<file path="src/rtl/vcs_pkg.sv">
// Package for the velocity command smoother: field widths, codes, reset values
// and the command/status structs between controller and datapath.
// No dependencies.
package vcs_pkg;

	localparam int VelW   = 24;
	localparam int LimW   = 23;
	localparam int TimeW  = 32;
	localparam int DiffW  = VelW + 1;
	localparam int ProdW  = LimW + DiffW;
	localparam int IdxW   = 4;

	localparam int GapSlotsDef     = 5;
	localparam int StaleCapUsDef   = 500000;
	localparam int DefaultGapUsDef = 100000;

	// Input kinds carried on s_tuser
	localparam logic [1:0] MODE_CMD  = 2'd0;
	localparam logic [1:0] MODE_ODOM = 2'd1;
	localparam logic [1:0] MODE_ECHO = 2'd2;
	localparam logic [1:0] MODE_TICK = 2'd3;

	// Result events carried on m_tuser
	localparam logic [1:0] EV_NORMAL = 2'd0;
	localparam logic [1:0] EV_STALE  = 2'd1;
	localparam logic [1:0] EV_ADOPT  = 2'd2;

	// Feedback source codes
	localparam logic [1:0] FB_NONE = 2'd0;
	localparam logic [1:0] FB_ODOM = 2'd1;
	localparam logic [1:0] FB_ECHO = 2'd2;

	// Register indexes
	localparam logic [IdxW-1:0] REG_LIM_X   = 4'd0;
	localparam logic [IdxW-1:0] REG_LIM_Y   = 4'd1;
	localparam logic [IdxW-1:0] REG_LIM_W   = 4'd2;
	localparam logic [IdxW-1:0] REG_ACC_LIN = 4'd3;
	localparam logic [IdxW-1:0] REG_DEC_LIN = 4'd4;
	localparam logic [IdxW-1:0] REG_ACC_W   = 4'd5;
	localparam logic [IdxW-1:0] REG_DEC_W   = 4'd6;
	localparam logic [IdxW-1:0] REG_FB_SRC  = 4'd7;

	localparam logic [LimW-1:0] RST_LIM_X   = 23'd65536;
	localparam logic [LimW-1:0] RST_LIM_Y   = 23'd39322;
	localparam logic [LimW-1:0] RST_LIM_W   = 23'd327680;
	localparam logic [LimW-1:0] RST_ACC_LIN = 23'd1638;
	localparam logic [LimW-1:0] RST_DEC_LIN = 23'd1638;
	localparam logic [LimW-1:0] RST_ACC_W   = 23'd8192;
	localparam logic [LimW-1:0] RST_DEC_W   = 23'd8192;

	typedef struct packed {
		logic cap;    // capture the accepted item
		logic cmd_wr; // raw command: ring, target
		logic fb_wr;  // feedback store
		logic med;    // one median candidate
		logic chk;    // stale / adoption check
		logic prep;   // increments, limits, products
		logic cmp;    // coupling decision, divider load
		logic div;    // one quotient bit
		logic fin;    // step outputs, load result
	} vcs_cmd_t;

	typedef struct packed {
		logic med_done;
		logic res_none;
		logic div_need;
		logic div_last;
		logic out_busy;
	} vcs_sts_t;

endpackage

</file>
<file path="src/rtl/vcs_ctrl.sv">
// Controller state machine of the velocity command smoother.
// Depends on vcs_pkg; drives vcs_dp through vcs_cmd_t and reads vcs_sts_t.
module vcs_ctrl (
	input  logic             clk,
	input  logic             arst_n,
	input  logic             in_valid,
	input  logic [1:0]       in_mode,
	output logic             in_ready,
	input  vcs_pkg::vcs_sts_t sts,
	output vcs_pkg::vcs_cmd_t cmd
);
	import vcs_pkg::*;

	typedef enum logic [3:0] {
		ST_IDLE, ST_CMD, ST_MED, ST_FB, ST_CHK, ST_PREP, ST_CMP, ST_DIV, ST_FIN
	} state_t;

	state_t state_q;

	assign in_ready = (state_q == ST_IDLE);

	// Decode commands from the state
	always_comb begin
		cmd        = '0;
		cmd.cap    = (state_q == ST_IDLE) && in_valid;
		cmd.cmd_wr = (state_q == ST_CMD);
		cmd.fb_wr  = (state_q == ST_FB);
		cmd.med    = (state_q == ST_MED);
		cmd.chk    = (state_q == ST_CHK);
		cmd.prep   = (state_q == ST_PREP);
		cmd.cmp    = (state_q == ST_CMP);
		cmd.div    = (state_q == ST_DIV);
		cmd.fin    = (state_q == ST_FIN) && !sts.out_busy;
	end

	// Sequence one item at a time
	always_ff @(posedge clk or negedge arst_n) begin
		if (!arst_n) begin
			state_q <= ST_IDLE;
		end else begin
			unique case (state_q)
				ST_IDLE: begin
					if (in_valid) begin
						unique case (in_mode)
							MODE_CMD:             state_q <= ST_CMD;
							MODE_ODOM, MODE_ECHO: state_q <= ST_FB;
							MODE_TICK:            state_q <= ST_CHK;
							default:              state_q <= ST_IDLE;
						endcase
					end
				end
				ST_CMD:  state_q <= ST_MED;
				ST_MED:  if (sts.med_done) state_q <= ST_IDLE;
				ST_FB:   state_q <= ST_IDLE;
				ST_CHK:  state_q <= ST_PREP;
				ST_PREP: state_q <= ST_CMP;
				ST_CMP: begin
					if (sts.res_none)      state_q <= ST_IDLE;
					else if (sts.div_need) state_q <= ST_DIV;
					else                   state_q <= ST_FIN;
				end
				ST_DIV:  if (sts.div_last) state_q <= ST_FIN;
				ST_FIN:  if (!sts.out_busy) state_q <= ST_IDLE;
				default: state_q <= ST_IDLE;
			endcase
		end
	end

endmodule

</file>
<file path="config.mk">
export PLATFORM = sky130hd
export DESIGN_NAME = vcs_ctrl
export DESIGN_NICKNAME = d
export VERILOG_FILES = /design/src/rtl/vcs_pkg.sv /design/src/rtl/vcs_ctrl.sv
export SDC_FILE = /design/constraint.sdc
export NUM_CORES = 1
export LEC_CHECK = 0
export ABC_AREA = 0
export ABC_CLOCK_PERIOD_IN_PS = 2050
export BUFFER_PORTS_ARGS = -buffer_cell sky130_fd_sc_hd__buf_2
export CAP_MARGIN = 20
export CORE_UTILIZATION = 32
export DETAILED_ROUTE_END_ITERATION = 10
export PLACE_DENSITY = 0.56
export SETUP_SLACK_MARGIN = 0.05
export SLEW_MARGIN = 10
export SYNTH_ARGS = -nofsm -noshare
export SYNTH_HDL_FRONTEND = slang
export SYNTH_SLANG_ARGS = --single-unit
export TNS_END_PERCENT = 1
</file>
<file path="constraint.sdc">
create_clock -name clk -period 2.05 [get_ports clk]
set_input_delay 0.205 -clock clk [delete_from_list [all_inputs] [get_ports clk]]
set_output_delay 0.205 -clock clk [all_outputs]
set_load 0.03 [all_outputs]
</file>
==> metrics.txt, run 1 <==
Synth Flop Type dfrtp_1; CP max stage delay roughly 0.53 ns; maximum clock frequency a little under 600 MHz; setup violators final 0; placed cell area 509 µm²; most frequent cells after synthesis nor2_1, nor3_1, dfrtp_1, inv_1, nand2b_1; Fin Setup TNS 0 ns; Total Nets Final 85; Routed wire per std cell ~11 µm; CP endpoint kind output port; Final Hold Vio Count 0; syn nets 64; min-delay src sts[1]; Leak Pwr 0.271 nW; Reg clk slew, reported paths around 0.04 ns; WP buf/inv 1; PD cells approximately 1300 nW/µm²; worst-path maximum fanout 13; WP data arrival approximately 1.5 ns; Worst Skew between 0.00009 and 0.0001 ns; Critical Path RT between 1.5 and 2 ns; critical path, cell by cell nor4_2, and2_1, buf_2; DRT Pass-1 Iters 4; Vert. Die Dim between 30 and 40 µm; number of vias per cell 5.27; largest cells by area after synthesis dfrtp_1, buf_6, nor2_1; share of the synthesized area in the top cell type 0.230; # DRC 0; Sink Count 4; via count approximately 450; Die Area roughly 1500 µm²; FFs w/ async S/R, synth 1.00; Syn Area/Cell about 8.2 µm²; top cell family by delay on the critical path simple AND/OR/NAND/NOR gates; reg2reg start state_q[0]; Cell Area, Synth between 400 and 500 µm²; Die W 38.9 µm; CTS tree built; Finished Cell Area approximately 540 µm²; Final period util 0.842; GP Congestion around 0.81; synthesis-to-finish area growth 24.4%; Pins Over Slew Limit 0; gr ovfl total 0; Initial Util 0.367; Synth Instances 53; top-count cell post-synth nor2_1; Slew @ Worst Pin 0.468 ns; vias in the first global route 357; H-tree Lvls 1; register area share after synthesis 0.230; Yosys warnings 0; Min-Delay Path Class in2reg; critical path class reg2out; initial antenna violation count 0; Ant. Diodes 0; MaxCap Viol Count 0; DPL Wire Length around 700 µm; Num CTS Buffers 3; Max Root-Sink Buffers 2; Crit-path slowest cell dfrtp_1; library cells used by synthesis 28; num ports 20; relative slew slack 0.688; core area 1190 µm²; maximum number of pins on one net before global-route repair 17; outcome completed; largest area contributor in the netlist dfrtp_1; Yosys reg bits 4; port bufs 19; worst-skew pair later-pin latency approximately 0.23 ns; Total GRT Usage 0.152; initial drt markers 6; Regs by FF count state_q: 4 flops; Biggest register state_q; post-route ant nets 0; Startpoint Class flip-flop; post-CTS setup buffer count 0; Tmin final around 1.7 ns; CP startpoint state_q[1]; CTS Hold Bufs 1; standard-cell rows 12; final wirelength ~940 µm; max reg flops 4; VDD IR-drop max around 0.60 mV; post-CTS sizing 0; RSZ-0062 raised after global routing false; global-route wire length before repair about 1500 µm; number of flops mapped to enable cells by yosys 0; CTS Root Buffer Type clkbuf_4; layout cells sized above 1 0.403
[report_power, final]
group          leakage (nW)  internal, mW  switching (mW)
Combinational         0.204         0.162           0.231
Sequential           0.0535         0.101          0.0894
Clock                0.0138        0.0655          0.0325
Total                 0.271         0.329           0.353
[per-stage QoR]
stage	cells	hold slack, ns	utilization	worst slack [ns]	total power, mW
after CTS	86	0.206	0.457	0.286	0.693
after global routing	86	0.193	0.457	0.134	0.749
after global placement	82	0.0109	0.429	0.582	0.590
final	86	0.214	0.457	0.323	0.682
after floorplan	53	-0.0906	-	0.189	0.525
after detailed placement	82	0.0115	0.429	0.555	0.589
[placed cells by master (no fill, tap or decap), drive strengths merged]
| cell type | n |
|---|---|
| a211oi | 1 |
| a21oi | 2 |
| and2 | 1 |
| and2b | 2 |
| and3b | 1 |
| buf | 19 |
| clkbuf | 3 |
| dfrtp | 4 |
| dlygate4sd3 | 1 |
| ha | 1 |
| inv | 4 |
| nand2 | 2 |
| nand2b | 5 |
| nand3 | 1 |
| nor2 | 7 |
| nor3 | 5 |
| nor4 | 2 |
| o2111ai | 1 |
| o211ai | 2 |
| o21ai | 2 |
| o22ai | 2 |
| o31a | 1 |
| o31ai | 1 |
| o41ai | 1 |
| or2 | 1 |
[worst register-to-register path: cells and delay by family (launching register included)]
family / cells / cell delay (ns)
AND/OR/NAND/NOR: 1 / 0.28
flip-flops: 1 / 0.54
AO/OA/AOI/OAI: 3 / 0.55
[area by class of cell]
| class | count | area, µm² |
|---|---|---|
| sequential | 4 | 100 |
| clock buffer | 3 | 22.5 |
| multi-input combinational | 41 | 282 |
| inverter | 4 | 15.0 |
| tap | 14 | 17.5 |
| fill | 135 | 644 |
| timing repair buffer | 20 | 105 |
[metal layers]
| metal | vias up | GRT usage | routed length [µm] |
|---|---|---|---|
| met2 | 17 | 0.200 | 460 |
| met4 | 0 | 0.0776 | 0 |
| li1 | 230 | - | - |
| met1 | 206 | 0.202 | 421 |
| met5 | - | 0 | 0 |
| met3 | 0 | 0.0694 | 54 |
[cells by family after synthesis]
family / synth area share
adders and majority gates: 0.0287
AOI/OAI and AO/OA: 0.253
buffers and inverters: 0.124
and+or+nand+nor: 0.365
DFF: 0.230
[path summary, 6_finish.rpt]
kind,to,slack (ns),depth (start not counted)
max,cmd[8],0.32,3
min,state_q[0],0.21,2
max reg2reg,state_q[2],0.60,4
min reg2reg,state_q[1],0.70,1
max in group asynchronous,state_q[0],1.63,2
min in group asynchronous,state_q[2],0.30,2
Note: power is estimated with default switching activity, not from simulation.
==> run 2: changes to the inputs <==
--- a/config.mk
+++ b/config.mk
@@ -6,7 +6,7 @@
 export NUM_CORES = 1
 export LEC_CHECK = 0
 export ABC_AREA = 0
-export ABC_CLOCK_PERIOD_IN_PS = 2050
+export ABC_CLOCK_PERIOD_IN_PS = 1750
 export BUFFER_PORTS_ARGS = -buffer_cell sky130_fd_sc_hd__buf_2
 export CAP_MARGIN = 20
 export CORE_UTILIZATION = 32
==> constraint.sdc (replaced) <==
create_clock -name clk -period 1.75 [get_ports clk]
set_input_delay 0.175 -clock clk [delete_from_list [all_inputs] [get_ports clk]]
set_output_delay 0.175 -clock clk [all_outputs]
set_load 0.03 [all_outputs]
==> run 2 against run 1 <==
Via count down 6.4%. Total power up 22%. Register-to-register slack worse by 0.23 ns. Flip-flop and latch count unchanged. Wire length down 0.43%. Critical path depth up 1. Worst setup slack worse by 0.17 ns. Critical endpoint is now cmd[1]. First-iteration DRC count down 67%.
==> metrics.txt, run 2 (synthesized netlist as in run 1, its figures left out) <==
outcome completed; Vert. Die Dim 38.9 µm (unchanged); CP endpoint kind output port; H-tree Lvls 1 (unchanged); Biggest register state_q; Max Root-Sink Buffers 2 (unchanged); DRT Pass-1 Iters 2 (-2); grt peak-use layer met1; reg2reg start state_q[0]; initial antenna violation count 0 (unchanged); CTS Root Buffer Type clkbuf_4; Num CTS Buffers 3 (unchanged); critical path class reg2out; CP max stage delay 0.51 ns (-0.02 ns); most common cell after layout, fill and taps aside buf_2; Die Area 1510 µm² (unchanged); Slew @ Worst Pin 0.402 ns (-0.0659 ns); Regs by FF count state_q: 4 flops; worst-path maximum fanout 10 (-3); WP buf/inv 2 (+1); Fin Setup TNS 0 ns (unchanged); via count 424 (-6.4%); PD cells 1500 nW/µm² (+19%); Startpoint Class flip-flop; most frequent cells in the layout buf_2, nor2_1, nor3_1; VDD IR-drop max 0.565 mV (-6.5%); synthesis-to-finish area growth 27.3%; MaxCap Viol Count 0 (unchanged); Critical Path RT 1.57 ns (-0.28 ns); post-route ant nets 0 (unchanged); relative slew slack 0.732 (+0.0439); initial drt markers 2 (-4); M3 GR Usage 0.0694 (unchanged); Final Util 0.467 (+0.0105); Min-Delay Path Class in2reg; layout cells sized above 1 0.444 (+0.0417); num ports 20 (unchanged); Sink Count 4 (unchanged); DPL Wire Length 687 µm (-1.5%); Total Nets Final 85 (unchanged); Die W 38.9 µm (unchanged); top cell family by delay on the critical path flip-flops; port bufs 19 (unchanged); core area 1190 µm² (unchanged); total power 830 µW (+22%); Leak Pwr 0.270 nW (-0.36%); CTS tree built; Final period util 0.912; Tmin final ~1.6 ns; final wirelength 932 µm (-0.43%); Fill cells 132 (-2.2%); Reg clk slew, reported paths 0.04 ns (about the same); Total GRT Usage 0.156 (+0.00377); Worst Hold Slack 0.183 ns (-0.0311 ns); Initial Util 0.367 (unchanged); # DRC 0 (unchanged); Pins Over Slew Limit 0 (unchanged); min-delay src sts[1]; WP data arrival 1.42 ns (-0.10 ns); global-route wire length before repair 1520 µm (+0.93%); worst-skew pair later-pin latency 0.23 ns (about the same); Ant. Diodes 0 (unchanged); met2 usage 0.200 (unchanged); Crit-path slowest cell dfrtp_1; standard-cell rows 12 (unchanged); setup violators final 0 (unchanged); Routed wire per std cell 10.8 µm (-0.43%); gr ovfl total 0 (unchanged); GR met1 Demand/Resource 0.213 (+0.0112); number of vias per cell 4.93 (-6.4%); vias in the first global route 342 (-4.2%); Worst Skew 0.00102 ns (+0.000918 ns); maximum clock frequency around 630 MHz; maximum number of pins on one net before global-route repair 17 (unchanged); critical path, cell by cell and2b_1, nand3_1, inv_1, buf_2; GP Congestion 0.791 (-2.1%); Final Hold Vio Count 0 (unchanged); CP startpoint state_q[3]; RSZ-0062 raised after global routing true; max reg flops 4 (unchanged)
run 2: cell counts in the layout (fill, tap and decap cells not counted):
Identical to the previous run, type by type.
run 2: final timing paths:
kind / endpoint / cells after the start / slack [ns]
worst min-delay path: state_q[0] / 2 / 0.18
worst max register to register: state_q[2] / 4 / 0.37
max in group asynchronous: state_q[0] / 2 / 1.35
worst min register to register: state_q[3] / 1 / 0.68
worst max-delay path: cmd[1] / 4 / 0.15
min in group asynchronous: state_q[3] / 2 / 0.27
run 2: metrics by stage:
step | instance area (µm²) | instances | setup WS [ns]
final | 554 | 86 | 0.155
after global routing | 554 | 86 | 0.0340
after CTS | 552 | 86 | 0.0773
after detailed placement | 518 | 82 | 0.268
after global placement | 518 | 82 | 0.286
after floorplan | 444 | 53 | -0.0507
run 2: final cells by class:
type | instances | area, µm² | share of cell area
multi-input combinational | 41 | 290 | 0.524
timing repair buffer | 20 | 105 | 0.190
sequential | 4 | 104 | 0.187
clock buffer | 3 | 22.5 | 0.0406
tap | 14 | 17.5 | 0.0316
inverter | 4 | 15.0 | 0.0271
run 2: worst reg2reg max path: stages (launching register included):
cell and delay, ns:
dfrtp_2 0.51, and3b_1 0.24, o211ai_2 0.24, o211ai_2 0.15, o22ai_1 0.16
run 2: repair_timing:
item,in CTS,in global routing
gates resized for setup,1,2
pin swaps,0,0
hold endpoints to repair,4,0
gates cloned,0,0
setup endpoints to repair,1,3
buffers inserted,0,0
hold buffers,1,0
run 2: report_power, final:
group | internal [mW] | total (mW) | switching, mW
clock network | 0.0767 | 0.114 | 0.0374
registers | 0.124 | 0.240 | 0.116
logic | 0.204 | 0.476 | 0.272
total | 0.405 | 0.830 | 0.425
run 2: routing by layer:
| layer | wire length, µm | share of wire |
|---|---|---|
| met1 | 513 | 0.55 |
| met4 | 0 | 0 |
| met5 | 0 | 0 |
| met3 | 34 | 0.036 |
| met2 | 384 | 0.41 |
==> run 3: changes to the inputs <==
--- a/config.mk
+++ b/config.mk
@@ -7,11 +7,11 @@
 export LEC_CHECK = 0
 export ABC_AREA = 0
 export ABC_CLOCK_PERIOD_IN_PS = 1750
-export BUFFER_PORTS_ARGS = -buffer_cell sky130_fd_sc_hd__buf_2
 export CAP_MARGIN = 20
 export CORE_UTILIZATION = 32
 export DETAILED_ROUTE_END_ITERATION = 10
-export PLACE_DENSITY = 0.56
+export DONT_BUFFER_PORTS = 1
+export PLACE_DENSITY = 0.57
 export SETUP_SLACK_MARGIN = 0.05
 export SLEW_MARGIN = 10
 export SYNTH_ARGS = -nofsm -noshare
==> run 3 against run 2 <==
Core utilization decreased by 3.1 points. Design area decreased by 6.5%. Fmax increased by 0.25%. Register-to-register slack got worse by 0.12 ns.
==> metrics.txt, run 3 (synthesized netlist as in run 1, its figures left out) <==
layout cells sized above 1 0.328 (-0.117); Num CTS Buffers 3 (unchanged); Min-Delay Path Class in2reg; Pins Over Slew Limit 0 (unchanged); most common cell after layout, fill and taps aside buf_4; global-route wire length before repair 1550 µm (+1.8%); standard-cell rows 12 (unchanged); fin cells 75 (-13%); H-tree Lvls 1 (unchanged); DRT Pass-1 Iters 4 (+2); CP endpoint kind output port; post-CTS setup buffer count 0 (unchanged); CTS Root Buffer Type clkbuf_4; Max Root-Sink Buffers 2 (unchanged); Sink Count 4 (unchanged); Total Nets Final 74 (-13%); Regs by FF count state_q: 4 flops; Slew @ Worst Pin 0.515 ns (+0.114 ns); max reg flops 4 (unchanged); PD cells 1630 nW/µm² (+8.7%); outcome completed; Die Area 1510 µm² (unchanged); Finished Cell Area 518 µm² (-6.5%); WP data arrival 1.42 ns (about the same); setup violators final 0 (unchanged); # DRC 0 (unchanged); dpl cells 71 (-13%); initial antenna violation count 0 (unchanged); Biggest register state_q; post-route ant nets 0 (unchanged); port bufs 0 (-19); Vert. Die Dim 38.9 µm (unchanged); Routed wire per std cell 13.0 µm (+20%); maximum number of pins on one net before global-route repair 17 (unchanged); number of vias per cell 5.49 (+11%); GP Congestion 0.839 (+6.1%); placed cell area 483 µm² (-6.8%); relative slew slack 0.656 (-0.0758); critical path class reg2out; initial drt markers 13 (+11); via count 412 (-2.8%); Final Util 0.437 (-0.0306); synthesis-to-finish area growth 19.0%; Worst Skew 0.00243 ns (+0.00142 ns); Startpoint Class flip-flop; Die W 38.9 µm (unchanged); num ports 20 (unchanged); worst-skew pair later-pin latency 0.24 ns (about the same); CTS tree built; most frequent cells in the layout buf_4, nor2_1, nor3_1; Ant. Diodes 0 (unchanged); Final Hold Vio Count 0 (unchanged); MaxCap Viol Count 0 (unchanged); VDD IR-drop max 0.856 mV (+52%); Reg clk slew, reported paths 0.04 ns (about the same); Leak Pwr 0.229 nW (-15%); Total GRT Usage 0.154 (-0.00120); Tmin final 1.59 ns (-0.00400 ns); maximum clock frequency 628 MHz (+0.25%); gr ovfl total 0 (unchanged); DP Worst Slack 0.312 ns (+0.0443 ns); Initial Util 0.367 (unchanged); core area 1190 µm² (unchanged); Critical Path RT 1.57 ns (about the same); Final WS setup 0.159 ns (+0.00400 ns); RSZ-0062 raised after global routing false; vias in the first global route 352 (+2.9%); Final period util 0.909 (-0.00229); Fill cells 125 (-5.3%); final wirelength 974 µm (+4.5%); worst-path maximum fanout 10 (unchanged); DPL Wire Length 718 µm (+4.6%)
==> run 3: changes by cell type in the layout (fill, tap and decap cells not counted), sizes merged <==
cell  change
buf      -11
==> run 3: critical path, cell delays in order (launching register included) <==
cell     delay [ns]
dfrtp_1        0.50
and2b_1        0.27
nand3_1        0.14
inv_1          0.27
==> run 3: per-layer routing <==
| layer | track usage | vias to the layer above | wire length, µm |
|---|---|---|---|
| li1 | - | 207 | - |
| met4 | 0.0259 | 0 | 0 |
| met3 | 0.0751 | 0 | 71 |
| met2 | 0.196 | 14 | 408 |
| met1 | 0.231 | 191 | 493 |
| met5 | 0 | - | 0 |
==> run 3: timing repair <==
action                                  4_1_cts  5_1_grt
endpoints found under the hold margin         4        0
hold buffers                                  1        0
pin swaps                                     0        0
resized for setup                             1        1
endpoints found under the setup margin        1        1
==> run 3: cell type report <==
cell class                 count  area, µm²  share of cell area
multi-input combinational     41        292               0.563
sequential                     4        101               0.196
timing repair buffer           9       70.1               0.135
clock buffer                   3       22.5              0.0435
tap                           14       17.5              0.0338
inverter                       4       15.0              0.0290
==> run 3: final timing paths <==
| kind | startpoint | to | slack (ns) | depth (start not counted) |
|---|---|---|---|---|
| worst max-delay path | state_q[3] | cmd[1] | 0.16 | 3 |
| worst min-delay path | sts[1] | state_q[0] | 0.05 | 1 |
| worst max register to register | state_q[0] | state_q[2] | 0.25 | 4 |
| worst min register to register | state_q[3] | state_q[1] | 0.75 | 1 |
| max in group asynchronous | arst_n | state_q[2] | 1.35 | 1 |
| min in group asynchronous | arst_n | state_q[0] | 0.21 | 1 |
==> run 3: report_power, final <==
group	total (mW)	leakage (nW)	switching, mW	internal (mW)
registers	0.234	0.0520	0.114	0.120
clock network	0.115	0.0138	0.0378	0.0767
logic	0.494	0.163	0.274	0.220
==> run 3: stage by stage <==
step	power, mW	TNS (ns)	hold slack (ns)
2_1_floorplan	0.637	-0.0507	-0.121
3_3_place_gp	0.719	0	-0.120
3_5_place_dp	0.721	0	-0.121
4_1_cts	0.846	0	0.0399
5_1_grt	0.909	0	0.0356
6_report	0.843	0	0.0471
